[src/sv/stb_pkg.sv]
// Shared types and constants for the soft timer bank.
// Used by the channel interfaces, the timer cells, the controller and the top level.
package stb_pkg;

	localparam int NUM_TIMERS_DEF = 16;
	localparam int OP_W           = 3;
	localparam int IDX_W          = 4;
	localparam int VAL_W          = 32;

	// Command codes carried in the operation field
	typedef enum logic [OP_W-1:0] {
		OP_SET    = 3'd0,
		OP_START  = 3'd1,
		OP_STOP   = 3'd2,
		OP_CHANGE = 3'd3,
		OP_TICK   = 3'd4
	} op_t;

	// Result kinds
	localparam logic EV_ACK    = 1'b0;
	localparam logic EV_EXPIRY = 1'b1;

	// Status codes
	localparam logic ST_OK      = 1'b0;
	localparam logic ST_RUNNING = 1'b1;

	// One timer as it travels along the cell chain
	typedef struct packed {
		logic             active;
		logic [VAL_W-1:0] deadline;
		logic [VAL_W-1:0] rep_ival;
	} timer_t;

	typedef enum logic [1:0] {
		S_IDLE,
		S_SCAN,
		S_DONE
	} state_t;

endpackage

[src/sv/stb_cmd_if.sv]
// Command channel of the soft timer bank: valid/ready handshake plus the command word.
// Depends on stb_pkg for field widths.
interface stb_cmd_if
	import stb_pkg::*;
();
	logic             valid;
	logic             ready;
	logic [OP_W-1:0]  operation;
	logic [IDX_W-1:0] timer_index;
	logic [VAL_W-1:0] timeout_value;
	logic [VAL_W-1:0] repeat_value;

	modport source (output valid, operation, timer_index, timeout_value, repeat_value,
		input ready);
	modport sink (input valid, operation, timer_index, timeout_value, repeat_value,
		output ready);
endinterface

[src/sv/stb_evt_if.sv]
// Event channel of the soft timer bank: valid/ready handshake plus the event word.
// Depends on stb_pkg for field widths.
interface stb_evt_if
	import stb_pkg::*;
();
	logic             valid;
	logic             ready;
	logic             event_kind;
	logic [IDX_W-1:0] fired_index;
	logic             status;
	logic             last;

	modport source (output valid, event_kind, fired_index, status, last, input ready);
	modport sink (input valid, event_kind, fired_index, status, last, output ready);
endinterface

[src/sv/soft_timer_bank_top.sv]
// Soft timer bank: every command word (set, start, stop, change timeout, tick) rotates
// the ring of NUM_TIMERS timer cells once through the head unit. The block holds
// whenever an event word is ready to leave but finds the output register still full
// and not taken. A tick increments the shared 32-bit counter and yields one expiry word
// per due timer in index order, or one empty word; other commands yield one acknowledge
// word. The last word of each command carries last = 1. A new command is taken once the
// final event word is in the output register.
// Top level; depends on stb_pkg, stb_cmd_if, stb_evt_if, stb_cell and stb_ctrl.
module soft_timer_bank_top
	import stb_pkg::*;
#(
	parameter int NUM_TIMERS = NUM_TIMERS_DEF
) (
	input  logic      clk,
	input  logic      arst_n,
	stb_cmd_if.sink   cmd,
	stb_evt_if.source evt
);

	timer_t chain [NUM_TIMERS];
	timer_t head_upd;
	logic   shift;

	// Ring of timer cells; the head unit feeds the tail
	for (genvar k = 0; k < NUM_TIMERS; k++) begin : g_cell
		timer_t d;
		if (k == NUM_TIMERS - 1) begin : g_tail
			assign d = head_upd;
		end else begin : g_mid
			assign d = chain[k+1];
		end
		stb_cell u_cell (
			.clk    (clk),
			.arst_n (arst_n),
			.shift  (shift),
			.d      (d),
			.q      (chain[k])
		);
	end

	stb_ctrl #(
		.NUM_TIMERS (NUM_TIMERS)
	) u_ctrl (
		.clk      (clk),
		.arst_n   (arst_n),
		.cmd      (cmd),
		.evt      (evt),
		.head     (chain[0]),
		.head_upd (head_upd),
		.shift    (shift)
	);

endmodule

[src/sv/stb_cell.sv]
// One timer cell of the rotating chain: holds active bit, deadline and reload interval.
// Depends on stb_pkg for timer_t.
module stb_cell
	import stb_pkg::*;
(
	input  logic   clk,
	input  logic   arst_n,
	input  logic   shift,
	input  timer_t d,
	output timer_t q
);

	timer_t timer_q;

	// Take the neighbor's timer on every chain step
	always_ff @(posedge clk or negedge arst_n) begin
		if (!arst_n) begin
			timer_q <= '0;
		end else if (shift) begin
			timer_q <= d;
		end
	end

	assign q = timer_q;

endmodule

[src/sv/stb_ctrl.sv]
// Sequencer and head unit: rotates the cell chain once per command word, updates the
// timer at the head, keeps the tick counter and stages event words. Depends on stb_pkg.
module stb_ctrl
	import stb_pkg::*;
#(
	parameter int NUM_TIMERS = NUM_TIMERS_DEF
) (
	input  logic       clk,
	input  logic       arst_n,
	stb_cmd_if.sink    cmd,
	stb_evt_if.source  evt,
	input  timer_t     head,
	output timer_t     head_upd,
	output logic       shift
);

	localparam int PW = (NUM_TIMERS > 1) ? $clog2(NUM_TIMERS) : 1;

	state_t           state_q, state_d;
	logic [PW-1:0]    pos_q;
	logic [OP_W-1:0]  op_q;
	logic [IDX_W-1:0] idx_q;
	logic [VAL_W-1:0] tval_q;
	logic [VAL_W-1:0] rval_q;
	logic [VAL_W-1:0] tick_q;
	logic             status_q;
	logic             hold_v_q;
	logic [PW-1:0]    hold_idx_q;

	logic             evt_valid_q;
	logic             kind_q;
	logic [IDX_W-1:0] fidx_q;
	logic             evt_status_q;
	logic             last_q;

	logic             accept;
	logic             out_free;
	logic             is_tick;
	logic             hit;
	logic             due;
	logic             stall;
	logic             last_pos;
	logic             hit_status;
	logic [VAL_W-1:0] diff;
	logic [VAL_W-1:0] reload;
	logic [VAL_W-1:0] cmd_sum;

	assign accept   = cmd.valid && cmd.ready;
	assign out_free = !evt_valid_q || evt.ready;
	assign is_tick  = (op_q == OP_TICK);
	assign hit      = !is_tick && (7'(pos_q) == 7'(idx_q));
	assign last_pos = (pos_q == PW'(NUM_TIMERS - 1));

	// Due test and reload for the timer at the head
	assign diff    = head.deadline - tick_q;
	assign due     = is_tick && head.active && ((diff == '0) || diff[VAL_W-1]);
	assign reload  = tick_q + head.rep_ival;
	assign cmd_sum = tick_q + ((op_q == OP_START) ? head.deadline : tval_q);

	assign hit_status = hit && ((op_q == OP_START) || (op_q == OP_CHANGE)) && head.active;

	// Hold the chain while a second expiry waits for the event register
	assign stall = due && hold_v_q && !out_free;

	// Update the head timer before it re-enters the chain
	always_comb begin
		head_upd = head;
		if (due) begin
			if (head.rep_ival == '0) begin
				head_upd.active = 1'b0;
			end else begin
				head_upd.deadline = reload;
			end
		end
		if (hit) begin
			case (op_q)
				OP_SET: begin
					head_upd.deadline = tval_q;
					head_upd.rep_ival = rval_q;
				end
				OP_START: begin
					if (!head.active) begin
						head_upd.deadline = cmd_sum;
						head_upd.active   = 1'b1;
					end
				end
				OP_STOP: begin
					head_upd.active = 1'b0;
				end
				OP_CHANGE: begin
					head_upd.deadline = cmd_sum;
					head_upd.active   = 1'b1;
				end
				default: begin
				end
			endcase
		end
	end

	// State register
	always_ff @(posedge clk or negedge arst_n) begin
		if (!arst_n) begin
			state_q <= S_IDLE;
		end else begin
			state_q <= state_d;
		end
	end

	// Next state, chain step and command ready
	always_comb begin
		state_d   = state_q;
		shift     = 1'b0;
		cmd.ready = 1'b0;
		case (state_q)
			S_IDLE: begin
				cmd.ready = 1'b1;
				if (cmd.valid) begin
					state_d = S_SCAN;
				end
			end
			S_SCAN: begin
				shift = !stall;
				if (!stall && last_pos) begin
					state_d = S_DONE;
				end
			end
			S_DONE: begin
				if (out_free) begin
					state_d = S_IDLE;
				end
			end
			default: begin
				state_d = S_IDLE;
			end
		endcase
	end

	// Latch the command word, count ticks, advance position, track status and held expiry
	always_ff @(posedge clk or negedge arst_n) begin
		if (!arst_n) begin
			pos_q      <= '0;
			op_q       <= '0;
			idx_q      <= '0;
			tick_q     <= '0;
			status_q   <= ST_OK;
			hold_v_q   <= 1'b0;
			hold_idx_q <= '0;
		end else begin
			if (accept) begin
				pos_q    <= '0;
				op_q     <= cmd.operation;
				idx_q    <= cmd.timer_index;
				status_q <= ST_OK;
				hold_v_q <= 1'b0;
				if (cmd.operation == OP_TICK) begin
					tick_q <= tick_q + 1'b1;
				end
			end
			if (shift) begin
				pos_q <= pos_q + 1'b1;
				if (hit) begin
					status_q <= hit_status;
				end
				if (due) begin
					hold_v_q   <= 1'b1;
					hold_idx_q <= pos_q;
				end
			end
		end
	end

	// Command operands carry no reset
	always_ff @(posedge clk) begin
		if (accept) begin
			tval_q <= cmd.timeout_value;
			rval_q <= cmd.repeat_value;
		end
	end

	// Event register: release a held expiry when the next one arrives, close at the end
	always_ff @(posedge clk or negedge arst_n) begin
		if (!arst_n) begin
			evt_valid_q  <= 1'b0;
			kind_q       <= EV_ACK;
			fidx_q       <= '0;
			evt_status_q <= ST_OK;
			last_q       <= 1'b0;
		end else begin
			if (evt.ready) begin
				evt_valid_q <= 1'b0;
			end
			if (shift && due && hold_v_q) begin
				evt_valid_q  <= 1'b1;
				kind_q       <= EV_EXPIRY;
				fidx_q       <= IDX_W'(hold_idx_q);
				evt_status_q <= ST_OK;
				last_q       <= 1'b0;
			end else if (state_q == S_DONE && out_free) begin
				evt_valid_q <= 1'b1;
				last_q      <= 1'b1;
				if (is_tick) begin
					evt_status_q <= ST_OK;
					kind_q       <= hold_v_q ? EV_EXPIRY : EV_ACK;
					fidx_q       <= hold_v_q ? IDX_W'(hold_idx_q) : '0;
				end else begin
					evt_status_q <= status_q;
					kind_q       <= EV_ACK;
					fidx_q       <= idx_q;
				end
			end
		end
	end

	assign evt.valid       = evt_valid_q;
	assign evt.event_kind  = kind_q;
	assign evt.fired_index = fidx_q;
	assign evt.status      = evt_status_q;
	assign evt.last        = last_q;

endmodule

[src/flat_wrapper.sv]
// flat-port wrapper written by rule: the top's interface ports become plain ports
module soft_timer_bank_top_flat import stb_pkg::*;
#(
	parameter int NUM_TIMERS = NUM_TIMERS_DEF
)
  (clk, arst_n, cmd_valid, cmd_operation, cmd_timer_index, cmd_timeout_value, cmd_repeat_value, cmd_ready, evt_valid, evt_event_kind, evt_fired_index, evt_status, evt_last, evt_ready);
  stb_cmd_if cmd_i ();
  stb_evt_if evt_i ();
  input  logic clk;
  input  logic arst_n;
  input wire logic [$bits(cmd_i.valid)-1:0] cmd_valid;
  input wire logic [$bits(cmd_i.operation)-1:0] cmd_operation;
  input wire logic [$bits(cmd_i.timer_index)-1:0] cmd_timer_index;
  input wire logic [$bits(cmd_i.timeout_value)-1:0] cmd_timeout_value;
  input wire logic [$bits(cmd_i.repeat_value)-1:0] cmd_repeat_value;
  output wire logic [$bits(cmd_i.ready)-1:0] cmd_ready;
  output wire logic [$bits(evt_i.valid)-1:0] evt_valid;
  output wire logic [$bits(evt_i.event_kind)-1:0] evt_event_kind;
  output wire logic [$bits(evt_i.fired_index)-1:0] evt_fired_index;
  output wire logic [$bits(evt_i.status)-1:0] evt_status;
  output wire logic [$bits(evt_i.last)-1:0] evt_last;
  input wire logic [$bits(evt_i.ready)-1:0] evt_ready;
  assign cmd_i.valid = cmd_valid;
  assign cmd_i.operation = cmd_operation;
  assign cmd_i.timer_index = cmd_timer_index;
  assign cmd_i.timeout_value = cmd_timeout_value;
  assign cmd_i.repeat_value = cmd_repeat_value;
  assign cmd_ready = cmd_i.ready;
  assign evt_valid = evt_i.valid;
  assign evt_event_kind = evt_i.event_kind;
  assign evt_fired_index = evt_i.fired_index;
  assign evt_status = evt_i.status;
  assign evt_last = evt_i.last;
  assign evt_i.ready = evt_ready;
  soft_timer_bank_top #(.NUM_TIMERS(NUM_TIMERS)) u_core (.clk(clk), .arst_n(arst_n), .cmd(cmd_i), .evt(evt_i));
endmodule
[config.mk]
export PLATFORM = sky130hd
export DESIGN_NAME = soft_timer_bank_top_flat
export DESIGN_NICKNAME = d
export VERILOG_FILES = /design/src/sv/stb_pkg.sv /design/src/sv/stb_cmd_if.sv /design/src/sv/stb_evt_if.sv /design/src/sv/soft_timer_bank_top.sv /design/src/sv/stb_cell.sv /design/src/sv/stb_ctrl.sv /design/src/flat_wrapper.sv
export SDC_FILE = /design/constraint.sdc
export NUM_CORES = 2
export LEC_CHECK = 0
export ABC_CLOCK_PERIOD_IN_PS = 8300
export BUFFER_PORTS_ARGS = -buffer_cell sky130_fd_sc_hd__buf_2
export CORE_ASPECT_RATIO = 0.75
export CORE_UTILIZATION = 55
export CTS_CLUSTER_DIAMETER = 50
export CTS_CLUSTER_SIZE = 16
export DETAILED_ROUTE_END_ITERATION = 16
export HOLD_SLACK_MARGIN = 0.02
export PLACE_DENSITY = 0.81
export SETUP_SLACK_MARGIN = 0.1
export SYNTH_ARGS = -nofsm -noshare
export SYNTH_HDL_FRONTEND = slang
export SYNTH_SLANG_ARGS = --single-unit
[constraint.sdc]
create_clock -name clk -period 8.3 [get_ports clk]
set_input_delay 1.245 -clock clk [delete_from_list [all_inputs] [get_ports clk]]
set_output_delay 1.245 -clock clk [all_outputs]
set_load 0.02 [all_outputs]
**Word-level counts from Yosys, hierarchy flattened**

Index checks and enable logic that the tools add are counted.

- Add/sub/neg operators: 5
- Eq/ne operators: 12
- Multiplexer cells: 39
- Reductions and logical operators: 29

Operator list:

| operator | count |
|---|---|
| 32-bit 2-to-1 mux | 3 |
| 32-bit one-hot mux with 3 select lines | 1 |
| 33-bit 2-to-1 mux | 2 |
| 65-bit 2-to-1 mux | 1 |
| 32-bit adder | 2 |
| 32-bit logical NOT | 2 |
| 32-bit by 1-bit adder with 32-bit output, second input constant | 1 |
| 32-bit subtractor | 1 |
| 4-bit 2-to-1 mux | 6 |
| 1-bit 2-to-1 mux | 21 |
| 1-bit logical AND | 12 |
| 3-bit by 2-bit == test with 1-bit output, second input constant | 2 |
| 3-bit == test, second input constant | 2 |
| 2-bit 2-to-1 mux | 3 |
| 2-bit inequality test, second input constant | 3 |
| 2-bit one-hot mux with 3 select lines | 1 |
| 4-bit by 1-bit adder with 4-bit output, second input constant | 1 |
| 4-bit == test | 1 |
| 4-bit == test, second input constant | 1 |
| 1-bit logical NOT | 4 |
| 2-bit AND reduction | 2 |
| 2-bit nonzero test | 2 |
| 3-bit by 1-bit == test with 1-bit output, second input constant | 1 |
| 3-bit logical NOT | 1 |
| other kinds (7) | 9 |

- Register bits after elaboration: 1163
- Input port bits: 75
- Output and inout bits: 9
- Word-level logic and storage cells: 148

**Depth between registers and ports, before layout**

- Depth in word-level cells: 11
- Gate-level depth with buffers: 20
- Mapped depth without buffers: 19

**Modules after synthesis**

A second synthesis with hierarchy kept.

- Cells, all modules: 3505
- Area total of the unflattened synthesis: 53555.1 um^2

By module, submodules not included:

| module | times used | cells each | area each (um^2) | sequential area each (um^2) |
|---|---|---|---|---|
| stb_cell | 16 | 137 | 2618.8 | 1626.6 |
| stb_ctrl | 1 | 1313 | 11654.9 | 3398.3 |

**Worst setup path after synthesis**

No wires, ideal clock.

- Kind: reg2reg
- From: reg u_core.u_ctrl.op_q[2]
- To: reg u_core.g_cell[15].u_cell.timer_q (netlist bit u_core.g_cell[15].u_cell.q[62])
- Setup time: 0.138 ns
- Arrival: 4.410 ns
- Data required time: 8.162 ns
- Slack: 3.752 ns
- Stages on the path, launching flop included: 21
- Buffers on the path: 1
- Period minus slack after synthesis: 4.548 ns
- Path through: dfrtp_1 -> inv_1 -> nand2_1 -> nor2_1 -> clkbuf_1 -> mux2_2 -> ha_1 -> inv_1 -> fa_1 -> nor2b_1 -> o2111ai_1 -> nand4b_1 -> a311oi_1 -> nor3_1 -> o311ai_0 -> a21oi_1 -> a31oi_1 -> xor2_1 -> o21ai_0 -> nand3_1 -> o221ai_1

- Cells in the longest elaborated chain, start to end: 7
- Elaborated cells on any way between the ends: 18
- Those cells by class: add/sub: 1; eq/ne: 3; mux: 6; reduce/logical: 8

Ends and longest elaborated chain:

| what | line | RTL |
|---|---|---|
| from (decl) | stb_ctrl.sv:21 | `logic [OP_W-1:0] op_q;` |
| from (signal assigned) | stb_ctrl.sv:151 | `op_q <= cmd.operation;` |
| parallel branches: the longest is 7 deep, another holds 32-bit adder | - |  |
| to (signal assigned) | stb_cell.sv:18 | `timer_q <= '0;` |
| to (signal assigned) | stb_cell.sv:20 | `timer_q <= d;` |
| to (decl) | stb_cell.sv:13 | `timer_t timer_q;` |

Parallel ways; which one is timed is not known.
A chain may end at the register's enable or synchronous reset.

**Worst setup path after layout**

- From: reg u_core.u_ctrl.tick_q[9]
- To: reg u_core.g_cell[5].u_cell.timer_q (netlist bit u_core.g_cell[5].u_cell.q[4])

- Cells in the longest elaborated chain, start to end: 8

Ends and longest elaborated chain:

| what | line | RTL |
|---|---|---|
| from (decl) | stb_ctrl.sv:25 | `logic [VAL_W-1:0] tick_q;` |
| from (signal assigned) | stb_ctrl.sv:156 | `tick_q <= tick_q + 1'b1;` |
| 32-bit subtractor (*) | stb_ctrl.sv:55 | `assign diff = head.deadline - tick_q;` |
| 32-bit logical NOT | stb_ctrl.sv:56 | `assign due = is_tick && head.active && ((diff == '0) \|\| diff[VAL_W-1]);` |
| 1-bit logical OR (*) | stb_ctrl.sv:56 |  |
| 1-bit logical AND (*) | stb_ctrl.sv:56 |  |
| 1-bit logical AND (*) (2 in series) | stb_ctrl.sv:63 | `assign stall = due && hold_v_q && !out_free;` |
| 1-bit logical NOT (*) | stb_ctrl.sv:122 | `shift = !stall;` |
| 1-bit 2-to-1 mux (*) | stb_ctrl.sv:114 | `case (state_q)` |
| to (signal assigned) | stb_cell.sv:18 |  |
| to (signal assigned) | stb_cell.sv:20 |  |
| to (decl) | stb_cell.sv:13 |  |

Every way passes the cells marked *; elsewhere a longest branch is shown, timed or not.

==> results.sh <==
export IMPL_critical_path_peak_fanout=75
export IMPL_final_cell_count_no_fill=6833
export IMPL_grt_use_total_pct=24.5
export IMPL_fin_worst_skew_ns=0.0439
export IMPL_cts_clk_slew_worst_paths_ns=0.07
export IMPL_antenna_violating_nets_post_route=0
export IMPL_drt_total_wl_mm=113
export IMPL_grt_setup_unrepaired="no"
export IMPL_yosys_area_top_type="sky130_fd_sc_hd__dfrtp_1"
export IMPL_holdPathStages=2
export IMPL_yosysWarnings=0
export IMPL_clock_tree_htree_level_count=3
export IMPL_synth_seq_area_share_pct=57.8
export IMPL_clock_tree_root_cell="sky130_fd_sc_hd__clkbuf_16"
export IMPL_pwr_density_cell_nw_per_um2=364
export IMPL_maxCapViolations=0
export IMPL_timing_hold_worst_start="u_core.g_cell[8].u_cell.q[10]"
export IMPL_cts_sinks=1163
export IMPL_worst_endpoint_required_ns=8.90
export IMPL_yosysTopAreaCellShare_pct=54.0
export IMPL_top_level_i_o_count=84
export IMPL_power_leakage_uw=0.0291
export IMPL_floorplan_initialDensity_pct=55.6
export IMPL_grt_start_max_net_pins=192
export IMPL_antenna_found_initial=0
export IMPL_critPathBufInv=2
export IMPL_final_net_count=5741
export IMPL_finalHoldViolCount=0
export IMPL_floorplan_die_area_um2=93900
export IMPL_count_of_flip_flops_with_a_built_in_enable_after_synthesis=64
export IMPL_ctsResizeCount=0
export IMPL_synthTopCellsByArea="sky130_fd_sc_hd__dfrtp_1, sky130_fd_sc_hd__nand2_1, sky130_fd_sc_hd__edfxtp_1"
export IMPL_drt_pre_antenna_iters=6
export IMPL_fillCellCount=7631
export IMPL_syn_instance_count=5627
export IMPL_transition_time_at_the_pin_with_the_least_slew_margin_ns=1.16
export IMPL_r2r_start="u_core.u_ctrl.tick_q[9]"
export IMPL_die_h_um=266
export IMPL_grt_pass1_wl_mm=187
export IMPL_worst_hold_path_type="reg -> reg"
export IMPL_grt_ovfl_total=0
export IMPL_vdd_drop_max_mv=0.267
export IMPL_drtIter0Drc=3842
export IMPL_fin_setup_tns_ns=0
export IMPL_routabilityCongestion=0.947
export IMPL_timing_final_setup_violations=0
export IMPL_timing_fmax_mhz=177
export IMPL_timing_final_crit_period_ns=5.66
export IMPL_result_of_the_run="complete, no violations"
export IMPL_synth_async_reset_ratio_pct=94.5
export IMPL_number_of_nets_produced_by_synthesis=5800
export IMPL_timing_critical_path_cells="inv_1 -> ha_1 -> a21oi_1 -> o21ai_1 -> nor4_2 -> o21ai_2 -> a2111oi_2 -> o221ai_1 -> a2111oi_4 -> o211ai_2 -> a21oi_2 -> a21o_4 -> buf_4 -> nand2_1 -> nand2_1"
export IMPL_ctsLongestPathBuffers=3
export IMPL_worst_ep_arrival_time_ns=6.26
export IMPL_cts_buffers=90
export IMPL_drt_wirelength_per_cell_um=16.6
export IMPL_placementRows=96
export IMPL_fin_worst_setup_slack_ns=2.64
export IMPL_final_max_slew_violation_count=0
export IMPL_placeableCoreArea_um2=91600
export IMPL_layout_worst_path_cycle_share_pct=68.2
export IMPL_hold_path_endpoint="u_core.g_cell[7].u_cell.q[10]"
export IMPL_port_buffer_count=83
export IMPL_postCtsSetupBuffers=0
export IMPL_critPathSlowestCell="sky130_fd_sc_hd__a21o_4"
export IMPL_place_detailed_hpwl_mm=74.1
export IMPL_chipWidth_um=353
export IMPL_via_per_inst=5.39
export IMPL_path_delay_family="compound AO/OA/AOI/OAI gates"
export IMPL_slew_limit_headroom_pct=22.1
export IMPL_reg2reg_slack_ns=2.64
export IMPL_syn_area_per_cell_um2=9.05
export IMPL_netlist_area_um2=50900
export IMPL_first_global_vias=35400
export IMPL_worstSetupStartpointType="flop"
export IMPL_placed_cells=6701
export IMPL_tritoncts="built"
export IMPL_slowest_delay_ns=0.76
export IMPL_clk_insertion_delay_late_ns=0.68
export IMPL_timing_setup_critical_path_class="reg -> reg"
export IMPL_final_layout_size_suffix_gt1_share_pct=5.71
export IMPL_timing_reg2reg_worst_path_depth=15
export IMPL_r2r_end="u_core.g_cell[5].u_cell.q[4]"
export IMPL_detailedPlace_worstSlack_ns=2.79
export IMPL_cts_hold_buffers=0
export IMPL_netlist_cell_type_count=85
export IMPL_ys_dominant_reg_cell="sky130_fd_sc_hd__dfrtp_1"
export IMPL_area_growth_syn_to_layout_pct=6.54
export IMPL_routed_via_count=36800
export IMPL_drc_errors=0
export IMPL_critical_path_endpoint_type="flop"
export IMPL_path_common_cell="sky130_fd_sc_hd__nand2_1"
export IMPL_ys_seq_elements=1163
-- logic make-up after synthesis --
logic type / after synthesis / synth area share [%]
adders and majority gates: 98 / 2.45
and+or+nand+nor: 3348 / 25.5
DFF: 1163 / 57.8
buffers and inverters: 344 / 4.31
AOI/OAI and AO/OA: 470 / 6.13
xor gates and xnor gates: 105 / 1.81
muxes: 99 / 2.06
-- cells in the mapped netlist, drive strengths merged (41+ instances only) --
| master | n |
|---|---|
| nand2 | 3097 |
| o21ai | 135 |
| a21o | 41 |
| dfrtp | 1099 |
| mux2i | 52 |
| inv | 61 |
| ha | 95 |
| mux2 | 47 |
| buf | 145 |
| a21oi | 93 |
| xnor2 | 76 |
| nor2 | 82 |
| edfxtp | 64 |
| clkbuf | 138 |
-- state kept, by name, summed over array words and instances, names as in the netlist, 3 cells and up --
| signal | flops |
|---|---|
| u_core.u_ctrl.rval_q | 32 |
| u_core.u_ctrl.hold_idx_q | 4 |
| u_core.u_ctrl.evt.fired_index | 4 |
| u_core.u_ctrl.tval_q | 32 |
| u_core.u_ctrl.idx_q | 4 |
| u_core.g_cell.u_cell.q | 1040 |
| u_core.u_ctrl.op_q | 3 |
| u_core.u_ctrl.tick_q | 32 |
| u_core.u_ctrl.pos_q | 4 |
-- through the flow --
stage	utilization [%]	area (um^2)	total power (uW)	hold WS (ns)
3_5_place_dp	56.3	51600	15600	0.447
5_1_grt	59.2	54300	21100	0.481
6_report	59.2	54300	19800	0.455
4_1_cts	59.2	54300	19800	0.455
2_1_floorplan	-	50900	14000	0.439
3_3_place_gp	56.3	51600	15400	0.446
-- power breakdown --
group / leakage, uW / internal (uW) / total (uW) / switching [uW]
combinational: 0.0123 / 2040 / 6630 / 4590
clock: 0.00130 / 2150 / 4160 / 2020
sequential: 0.0155 / 7670 / 8970 / 1300
-- area by class of cell --
class	instances	area [um^2]	share of cell area, %
Antenna cell	1	2.50	0.00461
Inverter	61	229	0.422
Timing Repair Buffer	132	1030	1.90
Clock buffer	109	2380	4.39
Multi-Input combinational cell	4120	19400	35.7
Clock inverter	22	298	0.549
Tap cell	1225	1530	2.82
Sequential cell	1163	29400	54.2
-- layer usage --
layer  track usage [%]  vias to the layer above  share of wire (%)
met5                 0                        -                  0
met4              7.85                        0                3.1
li1                  -                    17700                  -
met3              3.81                      185                5.4
met2              37.0                      853                 45
met1              36.5                    18000                 47
-- cell usage in the layout, fill, tap and decap left out, types with 9 or more instances in the layout --
| cell type | synthesis | layout |
|---|---|---|
| sky130_fd_sc_hd__nand4_1 | 20 | 20 |
| sky130_fd_sc_hd__o211ai_1 | 10 | 10 |
| sky130_fd_sc_hd__nand2_1 | 3096 | 3096 |
| sky130_fd_sc_hd__o31ai_1 | 9 | 9 |
| sky130_fd_sc_hd__o21ai_0 | 115 | 114 |
| sky130_fd_sc_hd__a31oi_1 | 21 | 21 |
| sky130_fd_sc_hd__mux2i_1 | 52 | 52 |
| sky130_fd_sc_hd__mux2_2 | 37 | 37 |
| sky130_fd_sc_hd__xor2_1 | 29 | 29 |
| sky130_fd_sc_hd__a21o_1 | 41 | 40 |
| sky130_fd_sc_hd__o221ai_1 | 13 | 13 |
| sky130_fd_sc_hd__o21ai_1 | 19 | 19 |
| sky130_fd_sc_hd__xnor2_1 | 76 | 76 |
| sky130_fd_sc_hd__nor3b_1 | 9 | 9 |
| sky130_fd_sc_hd__clkbuf_1 | 138 | 14 |
| sky130_fd_sc_hd__inv_1 | 61 | 60 |
| sky130_fd_sc_hd__nor2b_1 | 20 | 19 |
| sky130_fd_sc_hd__nor4_1 | 17 | 17 |
| sky130_fd_sc_hd__a22oi_1 | 13 | 13 |
| sky130_fd_sc_hd__clkbuf_16 | 0 | 91 |
| sky130_fd_sc_hd__nor2_1 | 82 | 80 |
| sky130_fd_sc_hd__ha_1 | 95 | 95 |
| sky130_fd_sc_hd__a21oi_1 | 90 | 89 |
| sky130_fd_sc_hd__nand2b_1 | 12 | 12 |
| sky130_fd_sc_hd__nand3_1 | 33 | 33 |
| sky130_fd_sc_hd__buf_4 | 23 | 30 |
| sky130_fd_sc_hd__a211oi_1 | 13 | 13 |
| sky130_fd_sc_hd__buf_12 | 5 | 19 |
| sky130_fd_sc_hd__dfrtp_1 | 1099 | 1099 |
| sky130_fd_sc_hd__o21bai_1 | 11 | 11 |
| sky130_fd_sc_hd__nor3_1 | 21 | 21 |
| sky130_fd_sc_hd__o21a_1 | 27 | 27 |
| sky130_fd_sc_hd__edfxtp_1 | 64 | 64 |
| sky130_fd_sc_hd__buf_2 | 24 | 82 |
| sky130_fd_sc_hd__mux2_1 | 10 | 10 |
-- tightest hold or removal path, cell delays in order, from the launching register on --
cell and delay [ns]:
sky130_fd_sc_hd__dfrtp_1 0.35, sky130_fd_sc_hd__nand2_1 0.05, sky130_fd_sc_hd__nand2_1 0.05
-- worst max path at each step --
stage | startpoint | end | slack (ns) | cells past startpoint
3_5_place_dp | u_core.u_ctrl.tick_q[15] | u_core.g_cell[13].u_cell.q[22] | 2.79 | 15
3_3_place_gp | u_core.u_ctrl.tick_q[9] | u_core.g_cell[10].u_cell.q[9] | 2.87 | 15
6_report | u_core.u_ctrl.tick_q[9] | u_core.g_cell[5].u_cell.q[4] | 2.64 | 15
4_1_cts | u_core.u_ctrl.tick_q[9] | u_core.g_cell[5].u_cell.q[4] | 2.72 | 15
2_1_floorplan | u_core.u_ctrl.op_q[2] | u_core.g_cell[15].u_cell.q[62] | 3.75 | 20
5_1_grt | u_core.u_ctrl.tick_q[15] | u_core.g_cell[2].u_cell.q[25] | 2.33 | 14
No activity file was read; power rests on OpenSTA's default activity.
